[src/design/led_cmt_pkg.sv]
// Package: field widths, register map and constants of the LED comet brightness block.
`timescale 1ns / 1ps

package led_cmt_pkg;

    // request fields
    localparam int FRAME_W        = 16;
    localparam int LED_POS_W      = 6;
    localparam int GROUP_SIZE_W   = 7;
    localparam int GROUP_OFFSET_W = 10;
    localparam int LED_ID_W       = 8;
    localparam int LEVEL_W        = 8;

    // configuration
    localparam int ZONE_RADIUS_W  = 8;
    localparam int RADIUS_FRAC    = 4;
    localparam int MS_PER_LED_W   = 14;
    localparam int SEQ_LEN_W      = 10;
    localparam int PADDR_W        = 5;
    localparam int APB_DW         = 32;
    localparam int REG_IDX_W      = 3;

    localparam logic [ZONE_RADIUS_W-1:0] ZONE_RADIUS_RST = 8'd48;
    localparam logic [MS_PER_LED_W-1:0]  MS_PER_LED_RST  = 14'd200;
    localparam logic                     SERIES_MODE_RST = 1'b0;
    localparam logic                     SMOOTH_RST      = 1'b1;
    localparam logic [SEQ_LEN_W-1:0]     SEQ_LEN_RST     = 10'd32;

    typedef enum logic [REG_IDX_W-1:0] {
        REG_ZONE_RADIUS  = 3'd0,
        REG_MS_PER_LED   = 3'd1,
        REG_SERIES_MODE  = 3'd2,
        REG_SMOOTH_EDGES = 3'd3,
        REG_SEQ_LENGTH   = 3'd4
    } t_reg_idx;

    // internal widths
    localparam int SEQ_W      = 12;  // signed sequence index, -64 .. 1086
    localparam int FRAME20_W  = 21;  // frame * 20 (ms)
    localparam int TOTAL_W    = 11;  // sequence length plus edge padding
    localparam int LASTX_W    = 25;  // (total - 1) * ms_per_led, up to 1053 * 16383

    localparam int MS_PER_FRAME = 20;   // 50 frames per second
    localparam int LEVEL_SCALE  = 10;
    localparam int LEVEL_MAX    = 255;

endpackage

[src/design/led_cmt_div.sv]
// Pipelined restoring divider, one quotient bit per stage, with a sideband that rides along.
`timescale 1ns / 1ps

module led_cmt_div #(
    parameter int NUM_W = 8,
    parameter int DEN_W = 8,
    parameter int SB_W  = 1
) (
    input  logic             i_clk,
    input  logic             i_rst_n,
    input  logic             i_valid,
    input  logic [NUM_W-1:0] i_num,
    input  logic [DEN_W-1:0] i_den,
    input  logic [SB_W-1:0]  i_sb,
    output logic             o_valid,
    output logic [NUM_W-1:0] o_quo,
    output logic [SB_W-1:0]  o_sb
);

    // stage k holds the dividend shifted k bits, low k bits already quotient
    logic [NUM_W:0]   r_vld;
    logic [NUM_W-1:0] r_q   [0:NUM_W];
    logic [DEN_W-1:0] r_rem [0:NUM_W];
    logic [DEN_W-1:0] r_den [0:NUM_W];
    logic [SB_W-1:0]  r_sb  [0:NUM_W];

    logic [DEN_W:0]   w_sh  [0:NUM_W-1];
    logic             w_ge  [0:NUM_W-1];
    logic [NUM_W-1:0] n_q   [1:NUM_W];
    logic [DEN_W-1:0] n_rem [1:NUM_W];

    always_comb begin
        for (int k = 0; k < NUM_W; k++) begin
            w_sh[k]    = {r_rem[k], r_q[k][NUM_W-1]};
            w_ge[k]    = (w_sh[k] >= {1'b0, r_den[k]});
            n_rem[k+1] = w_ge[k] ? DEN_W'(w_sh[k] - {1'b0, r_den[k]}) : w_sh[k][DEN_W-1:0];
            n_q[k+1]   = {r_q[k][NUM_W-2:0], w_ge[k]};
        end
    end

    always_ff @(posedge i_clk) begin
        if (!i_rst_n) begin
            r_vld <= '0;
        end else begin
            r_vld <= {r_vld[NUM_W-1:0], i_valid};
        end
    end

    always_ff @(posedge i_clk) begin
        r_q[0]   <= i_num;
        r_rem[0] <= '0;
        r_den[0] <= i_den;
        r_sb[0]  <= i_sb;
        for (int k = 0; k < NUM_W; k++) begin
            r_q[k+1]   <= n_q[k+1];
            r_rem[k+1] <= n_rem[k+1];
            r_den[k+1] <= r_den[k];
            r_sb[k+1]  <= r_sb[k];
        end
    end

    assign o_valid = r_vld[NUM_W];
    assign o_quo   = r_q[NUM_W];
    assign o_sb    = r_sb[NUM_W];

endmodule

[src/design/led_comet_brightness.sv]
// Top level: LED comet brightness pipeline with its APB register file.
`timescale 1ns / 1ps

// LED comet brightness. Each request asks for the red and green drive levels of
// one LED in one frame of a comet sweeping along chained or parallel LED groups.
// A request is taken on any clock edge with start high; busy is always low, so a
// new request may enter every cycle. There is no flow control on the result side:
// o_strobe marks the one cycle in which each result sits on the o_ ports, and the
// receiver must take it then. Results come out in request order. The pipeline
// holds two bit-per-stage dividers, comet head position (frame*20*2^FRAC_BITS /
// ms_per_led) and red share (brightness * doubled distance from the group middle /
// (group size - 1)), then stages of adds, compares and output registers. The
// block holds no per-LED state, and needs no warm-up after reset. Registers
// (byte address 4*index): zone_radius, ms_per_led, series_mode, smooth_edges,
// sequence_length; write them only while no request is in flight. Reads return
// the stored value, unmapped addresses read zero. ms_per_led of zero acts as
// one; groups of one LED get no red.
module led_comet_brightness #(
    parameter int MAX_GROUP_SIZE = 64,
    parameter int FRAC_BITS      = 8
) (
    input  logic                                      i_clk,
    input  logic                                      i_rst_n,
    // APB register port
    input  logic                                      psel,
    input  logic                                      penable,
    input  logic                                      pwrite,
    input  logic [led_cmt_pkg::PADDR_W-1:0]           paddr,
    input  logic [led_cmt_pkg::APB_DW-1:0]            pwdata,
    output logic [led_cmt_pkg::APB_DW-1:0]            prdata,
    output logic                                      pready,
    // request
    input  logic                                      start,
    output logic                                      busy,
    input  logic [led_cmt_pkg::FRAME_W-1:0]           i_frame,
    input  logic [led_cmt_pkg::LED_POS_W-1:0]         i_led_pos,
    input  logic [led_cmt_pkg::GROUP_SIZE_W-1:0]      i_group_size,
    input  logic                                      i_group_reverse,
    input  logic [led_cmt_pkg::GROUP_OFFSET_W-1:0]    i_group_offset,
    input  logic [led_cmt_pkg::LED_ID_W-1:0]          i_led_id,
    // result
    output logic                                      o_strobe,
    output logic [led_cmt_pkg::LED_ID_W-1:0]          o_led_out_id,
    output logic [led_cmt_pkg::LEVEL_W-1:0]           o_red_level,
    output logic [led_cmt_pkg::LEVEL_W-1:0]           o_green_level,
    output logic                                      o_last_frame
);

    import led_cmt_pkg::*;

    localparam int SIZE_W  = $clog2(MAX_GROUP_SIZE) + 1;
    localparam int DEN2_W  = $clog2(MAX_GROUP_SIZE);
    localparam int NUMB_W  = (DEN2_W > LED_POS_W + 1) ? DEN2_W : LED_POS_W + 1;
    localparam int ND_W    = NUMB_W + 1;
    localparam int Q1_W    = FRAME20_W + FRAC_BITS;
    localparam int DIST_W  = Q1_W + 2;
    localparam int RAD_W   = ZONE_RADIUS_W + FRAC_BITS - RADIUS_FRAC;
    localparam int PROD_W  = RAD_W + NUMB_W;
    localparam int RED10_W = PROD_W + 4;
    localparam int GRN10_W = RAD_W + 4;
    // edges from request to result; the bound checker picks this up
    localparam int LATENCY = Q1_W + PROD_W + 7;

    typedef struct packed {
        logic [LED_ID_W-1:0]  id;
        logic [FRAME20_W-1:0] frame20;
    } t_tail;

    typedef struct packed {
        logic [NUMB_W-1:0] num;
        logic [DEN2_W-1:0] den;
        logic              den_ok;
        t_tail             tail;
    } t_mid;

    typedef struct packed {
        logic [SEQ_W-1:0] seq;
        t_mid             mid;
    } t_sb1;

    typedef struct packed {
        logic [RAD_W-1:0] bright;
        t_tail            tail;
    } t_sb2;

    // ---------------- registers ----------------
    logic [ZONE_RADIUS_W-1:0] r_zone_radius;
    logic [MS_PER_LED_W-1:0]  r_ms_per_led;
    logic                     r_series;
    logic                     r_smooth;
    logic [SEQ_LEN_W-1:0]     r_seq_len;

    logic                     w_cfg_wr;
    logic [REG_IDX_W-1:0]     w_reg_idx;

    assign pready    = 1'b1;
    assign w_cfg_wr  = psel & penable & pwrite & pready;
    assign w_reg_idx = paddr[PADDR_W-1:2];

    always_ff @(posedge i_clk) begin
        if (!i_rst_n) begin
            r_zone_radius <= ZONE_RADIUS_RST;
            r_ms_per_led  <= MS_PER_LED_RST;
            r_series      <= SERIES_MODE_RST;
            r_smooth      <= SMOOTH_RST;
            r_seq_len     <= SEQ_LEN_RST;
        end else if (w_cfg_wr) begin
            case (w_reg_idx)
                REG_ZONE_RADIUS:  r_zone_radius <= pwdata[ZONE_RADIUS_W-1:0];
                REG_MS_PER_LED:   r_ms_per_led  <= pwdata[MS_PER_LED_W-1:0];
                REG_SERIES_MODE:  r_series      <= pwdata[0];
                REG_SMOOTH_EDGES: r_smooth      <= pwdata[0];
                REG_SEQ_LENGTH:   r_seq_len     <= pwdata[SEQ_LEN_W-1:0];
                default: ;
            endcase
        end
    end

    always_comb begin
        case (w_reg_idx)
            REG_ZONE_RADIUS:  prdata = APB_DW'(r_zone_radius);
            REG_MS_PER_LED:   prdata = APB_DW'(r_ms_per_led);
            REG_SERIES_MODE:  prdata = APB_DW'(r_series);
            REG_SMOOTH_EDGES: prdata = APB_DW'(r_smooth);
            REG_SEQ_LENGTH:   prdata = APB_DW'(r_seq_len);
            default:          prdata = '0;
        endcase
    end

    // ---------------- values derived from registers ----------------
    // User must move registers only while nothing is in flight, unenforced; read directly.
    logic [MS_PER_LED_W-1:0] w_ms;
    logic [RAD_W-1:0]        w_rad;
    logic [RAD_W-1:0]        w_rad_off;
    logic [TOTAL_W-1:0]      w_total;
    logic [TOTAL_W-1:0]      w_total_m1;
    logic [LASTX_W-1:0]      r_last_x;
    logic                    r_total_nz;

    assign w_ms       = (r_ms_per_led == '0) ? MS_PER_LED_W'(1) : r_ms_per_led;
    assign w_rad      = RAD_W'(r_zone_radius) << (FRAC_BITS - RADIUS_FRAC);
    assign w_rad_off  = r_smooth ? w_rad : '0;
    assign w_total    = TOTAL_W'(r_seq_len)
                      + (r_smooth ? TOTAL_W'(r_zone_radius >> 3) : '0);
    assign w_total_m1 = w_total - TOTAL_W'(1);

    // x = (total - 1) * ms_per_led: the frame matches when 20*frame lands in [x-19, x]
    always_ff @(posedge i_clk) begin
        r_last_x   <= LASTX_W'(w_total_m1) * LASTX_W'(w_ms);
        r_total_nz <= (w_total != '0);
    end

    // ---------------- request entry ----------------
    logic                 w_accept;
    logic [SIZE_W-1:0]    w_size;
    logic                 w_den_ok;
    logic [DEN2_W-1:0]    w_den;
    logic [SEQ_W-1:0]     w_seq_rev;
    logic [SEQ_W-1:0]     w_seq;
    logic [ND_W-1:0]      w_nd;
    logic [NUMB_W-1:0]    w_num;
    logic [FRAME20_W-1:0] w_frame20;
    t_sb1                 w_sb1_in;

    assign busy     = 1'b0;
    assign w_accept = start & ~busy;

    assign w_size    = (int'(i_group_size) > MAX_GROUP_SIZE) ? SIZE_W'(MAX_GROUP_SIZE)
                                                             : SIZE_W'(i_group_size);
    assign w_den_ok  = (w_size > SIZE_W'(1));
    assign w_den     = DEN2_W'(w_size - SIZE_W'(1));
    // sequence index may go negative for a reversed LED outside its group
    assign w_seq_rev = SEQ_W'(w_size) - SEQ_W'(1) - SEQ_W'(i_led_pos);
    assign w_seq     = (i_group_reverse ? w_seq_rev : SEQ_W'(i_led_pos))
                     + (r_series ? SEQ_W'(i_group_offset) : '0);
    // distance from group middle, doubled: |2*pos - (n-1)|
    assign w_nd      = ND_W'({i_led_pos, 1'b0}) - ND_W'(w_den);
    assign w_num     = w_nd[ND_W-1] ? NUMB_W'(-w_nd) : NUMB_W'(w_nd);
    assign w_frame20 = FRAME20_W'({i_frame, 4'b0000}) + FRAME20_W'({i_frame, 2'b00});

    assign w_sb1_in.seq              = w_seq;
    assign w_sb1_in.mid.num          = w_num;
    assign w_sb1_in.mid.den          = w_den;
    assign w_sb1_in.mid.den_ok       = w_den_ok;
    assign w_sb1_in.mid.tail.id      = i_led_id;
    assign w_sb1_in.mid.tail.frame20 = w_frame20;

    // ---------------- head position divider ----------------
    logic             w_d1_vld;
    logic [Q1_W-1:0]  w_head;
    t_sb1             w_sb1_out;

    led_cmt_div #(
        .NUM_W (Q1_W),
        .DEN_W (MS_PER_LED_W),
        .SB_W  ($bits(t_sb1))
    ) u_head_div (
        .i_clk   (i_clk),
        .i_rst_n (i_rst_n),
        .i_valid (w_accept),
        .i_num   ({w_frame20, {FRAC_BITS{1'b0}}}),
        .i_den   (w_ms),
        .i_sb    (w_sb1_in),
        .o_valid (w_d1_vld),
        .o_quo   (w_head),
        .o_sb    (w_sb1_out)
    );

    // ---------------- distance and brightness ----------------
    logic              r_p1_vld, r_p2_vld, r_p3_vld;
    logic [DIST_W-1:0] r_p1_dist;
    logic [DIST_W-1:0] r_p2_abs;
    logic [RAD_W-1:0]  r_p3_bright;
    t_mid              r_p1_mid, r_p2_mid, r_p3_mid;
    logic [DIST_W-1:0] w_seq_x;
    logic [DIST_W-1:0] w_rad_x;

    assign w_seq_x = {{(DIST_W - SEQ_W){w_sb1_out.seq[SEQ_W-1]}}, w_sb1_out.seq};
    assign w_rad_x = DIST_W'(w_rad);

    always_ff @(posedge i_clk) begin
        if (!i_rst_n) begin
            r_p1_vld <= 1'b0;
            r_p2_vld <= 1'b0;
            r_p3_vld <= 1'b0;
        end else begin
            r_p1_vld <= w_d1_vld;
            r_p2_vld <= r_p1_vld;
            r_p3_vld <= r_p2_vld;
        end
    end

    always_ff @(posedge i_clk) begin
        // seq*one - (head - rad), rad only with smooth edges
        r_p1_dist   <= (w_seq_x << FRAC_BITS) + DIST_W'(w_rad_off) - DIST_W'(w_head);
        r_p1_mid    <= w_sb1_out.mid;
        r_p2_abs    <= r_p1_dist[DIST_W-1] ? -r_p1_dist : r_p1_dist;
        r_p2_mid    <= r_p1_mid;
        r_p3_bright <= (r_p2_abs < w_rad_x) ? RAD_W'(w_rad_x - r_p2_abs) : '0;
        r_p3_mid    <= r_p2_mid;
    end

    // ---------------- red share divider ----------------
    logic [PROD_W-1:0] w_prod;
    logic [DEN2_W-1:0] w_den2;
    t_sb2              w_sb2_in;
    logic              w_d2_vld;
    logic [PROD_W-1:0] w_red;
    t_sb2              w_sb2_out;

    // one-LED group: 0 / 1 gives no red
    assign w_prod = r_p3_mid.den_ok ? PROD_W'(r_p3_bright) * PROD_W'(r_p3_mid.num) : '0;
    assign w_den2 = r_p3_mid.den_ok ? r_p3_mid.den : DEN2_W'(1);
    assign w_sb2_in.bright = r_p3_bright;
    assign w_sb2_in.tail   = r_p3_mid.tail;

    led_cmt_div #(
        .NUM_W (PROD_W),
        .DEN_W (DEN2_W),
        .SB_W  ($bits(t_sb2))
    ) u_red_div (
        .i_clk   (i_clk),
        .i_rst_n (i_rst_n),
        .i_valid (r_p3_vld),
        .i_num   (w_prod),
        .i_den   (w_den2),
        .i_sb    (w_sb2_in),
        .o_valid (w_d2_vld),
        .o_quo   (w_red),
        .o_sb    (w_sb2_out)
    );

    // ---------------- green share ----------------
    logic              r_p5_vld;
    logic [PROD_W-1:0] r_p5_red;
    logic [RAD_W-1:0]  r_p5_green;
    t_tail             r_p5_tail;
    logic [PROD_W-1:0] w_bright_x;

    assign w_bright_x = PROD_W'(w_sb2_out.bright);

    always_ff @(posedge i_clk) begin
        if (!i_rst_n) begin
            r_p5_vld <= 1'b0;
        end else begin
            r_p5_vld <= w_d2_vld;
        end
    end

    always_ff @(posedge i_clk) begin
        r_p5_red   <= w_red;
        // red above brightness (LED outside its group) leaves green dark
        r_p5_green <= (w_red < w_bright_x) ? RAD_W'(w_bright_x - w_red) : '0;
        r_p5_tail  <= w_sb2_out.tail;
    end

    // ---------------- levels, last frame, output register ----------------
    logic [RED10_W-1:0]  w_red10;
    logic [GRN10_W-1:0]  w_grn10;
    logic [RED10_W-1:0]  w_red_sh;
    logic [GRN10_W-1:0]  w_grn_sh;
    logic [LEVEL_W-1:0]  w_red_lvl;
    logic [LEVEL_W-1:0]  w_grn_lvl;
    logic [LASTX_W:0]    w_ldiff;
    logic                w_last;

    assign w_red10   = RED10_W'(r_p5_red) * RED10_W'(LEVEL_SCALE);
    assign w_grn10   = GRN10_W'(r_p5_green) * GRN10_W'(LEVEL_SCALE);
    assign w_red_sh  = w_red10 >> FRAC_BITS;
    assign w_grn_sh  = w_grn10 >> FRAC_BITS;
    assign w_red_lvl = (w_red_sh > RED10_W'(LEVEL_MAX)) ? LEVEL_W'(LEVEL_MAX)
                                                        : w_red_sh[LEVEL_W-1:0];
    assign w_grn_lvl = (w_grn_sh > GRN10_W'(LEVEL_MAX)) ? LEVEL_W'(LEVEL_MAX)
                                                        : w_grn_sh[LEVEL_W-1:0];

    assign w_ldiff = (LASTX_W + 1)'(r_last_x) - (LASTX_W + 1)'(r_p5_tail.frame20);
    assign w_last  = r_total_nz && !w_ldiff[LASTX_W]
                  && (w_ldiff < (LASTX_W + 1)'(MS_PER_FRAME));

    logic                r_out_vld;
    logic [LED_ID_W-1:0] r_out_id;
    logic [LEVEL_W-1:0]  r_out_red;
    logic [LEVEL_W-1:0]  r_out_green;
    logic                r_out_last;

    always_ff @(posedge i_clk) begin
        if (!i_rst_n) begin
            r_out_vld <= 1'b0;
        end else begin
            r_out_vld <= r_p5_vld;
        end
    end

    always_ff @(posedge i_clk) begin
        r_out_id    <= r_p5_tail.id;
        r_out_red   <= w_red_lvl;
        r_out_green <= w_grn_lvl;
        r_out_last  <= w_last;
    end

    assign o_strobe      = r_out_vld;
    assign o_led_out_id  = r_out_id;
    assign o_red_level   = r_out_red;
    assign o_green_level = r_out_green;
    assign o_last_frame  = r_out_last;

endmodule

[config.mk]
export PLATFORM = sky130hd
export DESIGN_NAME = led_comet_brightness
export DESIGN_NICKNAME = d
export VERILOG_FILES = /design/src/design/led_cmt_pkg.sv /design/src/design/led_cmt_div.sv /design/src/design/led_comet_brightness.sv
export SDC_FILE = /design/constraint.sdc
export NUM_CORES = 2
export LEC_CHECK = 0
export BUFFER_PORTS_ARGS = -buffer_cell sky130_fd_sc_hd__buf_4
export CELL_PAD_IN_SITES_DETAIL_PLACEMENT = 2
export CELL_PAD_IN_SITES_GLOBAL_PLACEMENT = 2
export CORE_ASPECT_RATIO = 1.5
export CORE_MARGIN = 2
export CORE_UTILIZATION = 46
export CTS_BUF_LIST = sky130_fd_sc_hd__clkbuf_4 sky130_fd_sc_hd__clkbuf_8
export DETAILED_ROUTE_END_ITERATION = 8
export PLACE_DENSITY_LB_ADDON = 0.1
export SLEW_MARGIN = 40
export SYNTH_ARGS = -nofsm -noshare
export SYNTH_HDL_FRONTEND = slang
export SYNTH_MEMORY_MAX_BITS = 65536
export SYNTH_SLANG_ARGS = --single-unit
[constraint.sdc]
create_clock -name i_clk -period 9.3 [get_ports i_clk]
set_input_delay 0 -clock i_clk [delete_from_list [all_inputs] [get_ports i_clk]]
set_output_delay 0 -clock i_clk [all_outputs]
set_load 0.005 [all_outputs]
After elaboration in Yosys (flattened, before gate mapping)
Memories as Yosys holds them, arrays and structs flattened.
Cells that the tools add are included.
{"block": "word_totals", "word_cells": 247, "input_bits": 91, "mem_bits_rw": 4800, "latchBits": 0, "ff_bits": 403, "out_inout_bits": 60, "memories": 8, "mem_bits_ro": 0}
{"block": "classes", "eq_ne": 4, "n_mul": 4, "shifts": 0, "order_cmp": 55, "bitwise_logic": 2, "n_div": 0, "n_reduce_logical": 11, "n_addsub": 63, "mux": 59}
{"memory": "u_head_div.r_sb", "words": 30, "width": 55, "read_ports": 30, "rd_ports_with_merged_regs": 0, "write_ports": 30, "line_no": "led_cmt_div.sv:25", "text": "logic [SB_W-1:0] r_sb [0:NUM_W];"}
{"memory": "u_head_div.r_q", "words": 30, "width": 29, "read_ports": 30, "rd_ports_with_merged_regs": 0, "write_ports": 30, "line_no": "led_cmt_div.sv:22", "text": "logic [NUM_W-1:0] r_q [0:NUM_W];"}
{"memory": "u_red_div.r_sb", "words": 20, "width": 41, "read_ports": 20, "rd_ports_with_merged_regs": 0, "write_ports": 20, "line_no": "led_cmt_div.sv:25"}
{"memory": "u_head_div.r_den", "words": 30, "width": 14, "read_ports": 29, "rd_ports_with_merged_regs": 0, "write_ports": 30, "line_no": "led_cmt_div.sv:24", "text": "logic [DEN_W-1:0] r_den [0:NUM_W];"}
{"memory": "u_head_div.r_rem", "words": 30, "width": 14, "read_ports": 29, "rd_ports_with_merged_regs": 0, "write_ports": 30, "line_no": "led_cmt_div.sv:23", "text": "logic [DEN_W-1:0] r_rem [0:NUM_W];"}
{"memory": "u_red_div.r_q", "words": 20, "width": 19, "read_ports": 20, "rd_ports_with_merged_regs": 0, "write_ports": 20, "line_no": "led_cmt_div.sv:22"}
{"memory": "2 more memories"}
{"cell": "$ge A15 B14 Y1", "count": 29}
{"cell": "$mux W14", "count": 30}
{"cell": "$sub A14 B14 Y14", "count": 29}
{"cell": "$ge A7 B6 Y1", "count": 19}
{"cell": "$mux W6", "count": 20}
{"cell": "$sub A6 B6 Y6", "count": 19}
{"cell": "$pmux W14 S5", "count": 1}
{"cell": "$lt A31 B12 Y1", "count": 1}
{"cell": "$neg A31 Y31", "count": 1}
{"cell": "$sub A21 B30 Y31", "count": 1}
{"cell": "$mux W30", "count": 1}
{"cell": "$lt A26 B5 Y1 const B", "count": 1}
{"cell": "$sub A25 B21 Y26", "count": 1}
{"cell": "$mul A11 B14 Y25", "count": 1}
{"cell": "$mux W12", "count": 2}
{"cell": "$sub A12 B12 Y12", "count": 2}
{"cell": "$mul A19 B3 Y22 const B", "count": 1}
{"cell": "$add A20 B13 Y21", "count": 1}
{"cell": "$add A20 B18 Y21", "count": 1}
{"cell": "$lt A19 B12 Y1", "count": 1}
{"cell": "$mul A12 B7 Y19", "count": 1}
{"cell": "$mux W19", "count": 1}
{"cell": "$gt A15 B8 Y1 const B", "count": 1}
{"cell": "$mul A12 B3 Y15 const B", "count": 1}
{"cell": "other kinds (24)", "count": 32}

Depth between registers and ports, before layout
{"block": "depth", "ltp_word": 6, "depth_mapped": 36}

Cells and area by module
A second synthesis with hierarchy kept.
{"block": "hier_totals", "hier_cells": 11831, "area_unflattened_um2": 153088.1}
{"module": "led_cmt_div at u_head_div", "cells_per_inst": 6712, "area_each_um2": 91953.2, "instances": 1}
{"module": "led_cmt_div at u_red_div", "cells_per_inst": 2346, "area_each_um2": 36213.5, "instances": 1}
{"module": "led_comet_brightness", "cells_per_inst": 2773, "area_each_um2": 24921.4, "instances": 1}

Least setup slack after synthesis
No wires, ideal clock.
{"block": "synth_timing", "path_kind": "reg2reg", "from": "register r_smooth", "to": "register r_last_x[24]", "setup_ps": 121, "path_buffers": 3, "synth_period_minus_slack_ps": 7917, "setup_slack_ps": 1383, "arrival_ps": 7796, "stages_incl_launch_ff": 35, "cell_sequence": "dfxtp_1 buf_4 inv_2 nor2_1 ha_1 ha_1 o21ai_1 a221oi_2 a211oi_1 nor4_4 and4_4 buf_6 mux2_4 a32oi_2 xnor2_2 buf_6 and2_1 fa_1 fa_1 fa_1 fa_1 inv_1 fa_1 inv_1 ha_1 or2_2 a21o_1 a21oi_1 a21oi_1 nand4_1 nor4b_1 nor3_1 a211oi_1 o21bai_1 xnor2_1"}
{"block": "synth_between", "elab_chain_len": 4}
{"element": "start: declaration", "line_no": "led_comet_brightness.sv:90", "text": "logic r_smooth;"}
{"element": "start signal: assignment", "line_no": "led_comet_brightness.sv:112", "text": "REG_SMOOTH_EDGES: r_smooth <= pwdata[0];"}
{"element": "$mux W5", "line_no": "led_comet_brightness.sv:144", "text": "+ (r_smooth ? TOTAL_W'(r_zone_radius >> 3) : '0);"}
{"element": "$add A10 B5 Y11", "line_no": "led_comet_brightness.sv:144"}
{"element": "$sub A11 B1 Y11", "line_no": "led_comet_brightness.sv:145", "text": "assign w_total_m1 = w_total - TOTAL_W'(1);"}
{"element": "$mul A11 B14 Y25", "line_no": "led_comet_brightness.sv:149", "text": "r_last_x <= LASTX_W'(w_total_m1) * LASTX_W'(w_ms);"}
{"element": "end signal: assignment", "line_no": "led_comet_brightness.sv:149"}
{"element": "end: declaration", "line_no": "led_comet_brightness.sv:137", "text": "logic [LASTX_W-1:0] r_last_x;"}
No other way between the ends.
A chain may end at the register's enable or synchronous reset.

Final worst setup path
Same ends and word-level chain as after synthesis.

==> impl_metrics.csv <==
group,metric,value,unit
sta,max_slew_margin,0.394,
global_routing,grt_pass1_wl,575000,microns
final_layout,layout.nets,12800,
yosys,synth_edf_count,0,
yosys,synthArstFlopShare,0,
die,die_x,449,microns
clock_network,clkSlewWorstSetupHoldPaths,70,ps
critical_path,arrival,9570,ps
sta,fmax,116,MHz
yosys,synth_area,0.136,sq mm
final_layout,final_layout_size_suffix_gt1_frac,0.127,
final_layout,fin_util,0.537,
placed_design,place.gp.congestion,0.819,
detailed_routing,drtAntennaViolNets,0,
placed_design,portBuffers,110,
die,rows,244,
yosys,ys_seq_area_frac,0.675,
placed_design,placedCellCount,14800,
final_layout,final.fill_count,27500,
sta,finalCriticalPeriod,8640,ps
clock_network,cts_tree,"done",
yosys,syn_avg_cell_area,12.5,sq um
die,ios,151,
pwr,peakVddDrop,198,uV
critical_path,worstPathMaxFanout,14,
critical_path,start_kind,"flop",
detailed_routing,drcViolationCount,0,
pwr,power.leakage,70.0,nW
job,maxCapViolCount,0,
detailed_routing,drt_iter0_markers,2795,
yosys,synth-seq-cells,4598,
yosys,synth.distinct_cells,90,
sta,finalSetupViolations,0,
status,status,"finished, final reports clean",
clock_network,clkLatencyLatePin,1080,ps
critical_path,end_kind,"flop",
critical_path,slowest_delay,560,ps
global_routing,grt_usage,0.247,
die,die_h,671,microns
yosys,ys.flop_type,"dfxtp_1",
sta,tightest_slew,896,ps
global_routing,grt_pass1_vias,96200,
sta,rsz0062_at_grt,"false",
critical_path,cp_slowest_cell,"fa_1",
yosys,ys_warn_count,0,
die,start_util,0.463,
final_layout,area_growth,16.0,%
global_routing,grt.overflow.total,0,
final_layout,final_cell_mix,"dfxtp_1 (4596), inv_1 (1066), clkbuf_8 (808)",
detailed_routing,viasPerCell,4.91,
sta,fin_worst_skew,72.1,ps
pwr,p_per_area,324,mW/mm^2
detailed_routing,dr.pass1.iters,5,
critical_path,required,10230,ps
yosys,synthCells,10900,
critical_path,cpMostUsedCell,"fa_1",
sta,fin_setup_tns,0,ps
detailed_routing,wirelength,375000,microns
critical_path,critPathTopFamily,"adder cells",
die,dieArea,0.301,sq mm
final_layout,final_common_cell,"dfxtp_1",
critical_path,path_buf_inv,5,
clock_network,htreeDepth,6,
final_layout,final-seq-area,0.0921,sq mm
clock_network,clkSinkCount,4598,
critical_path,path_class,"reg2reg",
worst_hold_path,hp-class,"in2reg",
clock_network,numCtsBuffers,647,
sta,maxSlewViolCount,0,
clock_network,ctsRootBufferMaster,"clkbuf_8",
sta,timing_hold_violations_final,0,
final_layout,multiInputGateArea,0.0397,sq mm
global_routing,grt_max_degree,89,
critical_path,r2r_setup_slack,660,ps
die,core_area,0.295,sq mm
placed_design,hpwl,243000,microns
global_routing,antenna_found_initial,15,
final_layout,fin_cells,16200,
detailed_routing,routedWlPerCell,23.1,microns
detailed_routing,num_vias,79700,
clock_network,cts_buffer_depth,4,
sta,period_share,0.929,
==> flip-flops by register name, indices dropped and copies added (netlist names), 10 cells and up <==
name,flops
u_head_div.r_vld,30
u_red_div.r_rem,108
r_p2_mid,41
r_p1_mid,41
u_red_div.r_den,114
r_p5_red,19
r_p3_mid,41
u_head_div.r_q,624
r_p1_dist,31
r_p3_bright,12
u_head_div.r_den,406
u_head_div.r_sb,1401
u_red_div.r_vld,20
r_last_x,23
u_red_div.r_q,380
r_ms_per_led,14
u_red_div.r_sb,780
r_p5_green,12
r_p5_tail,27
r_seq_len,10
u_head_div.r_rem,392
r_p2_abs,31
==> through the flow <==
step           area, sq um  hold WS [ps]  worst slack (ps)  power [mW]
3_5_place_dp        142000           106               377        34.0
5_1_grt             158000          55.9              67.2        54.1
2_1_floorplan       136000          27.7              1380        30.7
3_3_place_gp        142000           105               640        33.0
6_report            158000           117               662        51.3
4_1_cts             158000          5.83               390        51.8
==> worst paths after layout <==
check	cells after the start	endpoint	start
worst max register to register	34	r_last_x[24]	r_smooth
worst min-delay path	3	u_head_div.r_sb[0][25]	i_led_id[4]
worst min register to register	0	u_head_div.r_sb[1][733]	u_head_div.r_sb[1][678]
worst max-delay path	34	r_last_x[24]	r_smooth
==> tightest hold or removal path, stage by stage <==
cell,delay (ps)
dlygate4sd3_1,530
buf_4,100
dlygate4sd3_1,530
==> power by group <==
part | internal [mW] | total (mW) | leakage (nW) | switching (mW)
logic | 4.11 | 9.69 | 24.4 | 5.57
registers | 23.0 | 24.7 | 38.1 | 1.69
clock network | 9.27 | 17.0 | 7.44 | 7.72
total | 36.4 | 51.3 | 70.0 | 15.0
==> layer usage <==
metal	wire, microns	global-route usage	vias up
met5	20	0	-
met4	21900	0.137	2
met3	9220	0.0328	953
met2	221000	0.514	1467
met1	123000	0.220	39900
li1	-	-	37400
==> area by class of cell <==
type,count,share of cell area
well taps,3936,0.0311
flip-flops and latches,4598,0.582
inverters,1070,0.0254
repair buffers,367,0.0209
clock buffers,1007,0.0797
multi-input cells,5052,0.251
clock inverters,133,0.00910
diodes,69,0.00109
==> kinds of logic after synthesis <==
kind of cell             share of synthesized area
flip-flops                                   0.675
AND/OR/NAND/NOR                             0.0668
AO/OA/AOI/OAI                               0.0651
buffers and inverters                       0.0351
adder cells (fa/ha/maj)                      0.104
XOR/XNOR                                    0.0308
multiplexers                                0.0228
other                                    0.0000551
==> Yosys cell counts (9+ instances only) <==
master,instances,share of area
a21oi_1,436,0.016
buf_2,21,0.00077
nand4_1,97,0.0045
nand3_1,73,0.0027
nor4_1,66,0.0030
nor3_1,108,0.0040
nand2_1,499,0.014
dfxtp_1,4598,0.68
buf_4,23,0.0013
clkbuf_1,112,0.0031
a211oi_1,38,0.0021
nor2b_1,180,0.0083
o41ai_1,24,0.0015
a21o_1,189,0.010
a41oi_1,10,0.00064
inv_1,1066,0.029
fa_1,206,0.030
nor2_1,408,0.011
a21boi_0,33,0.0018
or4_1,28,0.0015
xor2_1,200,0.013
mux2i_1,76,0.0056
and2_1,190,0.0087
o21a_1,82,0.0045
a31o_2,12,0.00077
a31oi_1,29,0.0013
xnor2_1,277,0.018
a221oi_1,17,0.0011
o2111a_1,9,0.00074
nand2b_1,88,0.0040
ha_1,805,0.074
or2_2,20,0.00092
mux2_2,200,0.017
o211ai_1,14,0.00077
and3_1,25,0.0011
or3_1,30,0.0014
a211o_1,10,0.00064
o31a_1,14,0.00090
o21ai_1,17,0.00062
buf_1,14,0.00039
o21bai_1,35,0.0019
o21ai_0,359,0.013
o31ai_1,22,0.0012
o211a_1,18,0.0013
==> repair_timing <==
item | in CTS | in global routing
setup buffers | 0 | 2
setup endpoints to repair | 0 | 1
gates resized for setup | 0 | 2
hold buffers | 223 | 0
endpoints found under the hold margin | 142 | 0
Power figures use the tool's default switching activity.
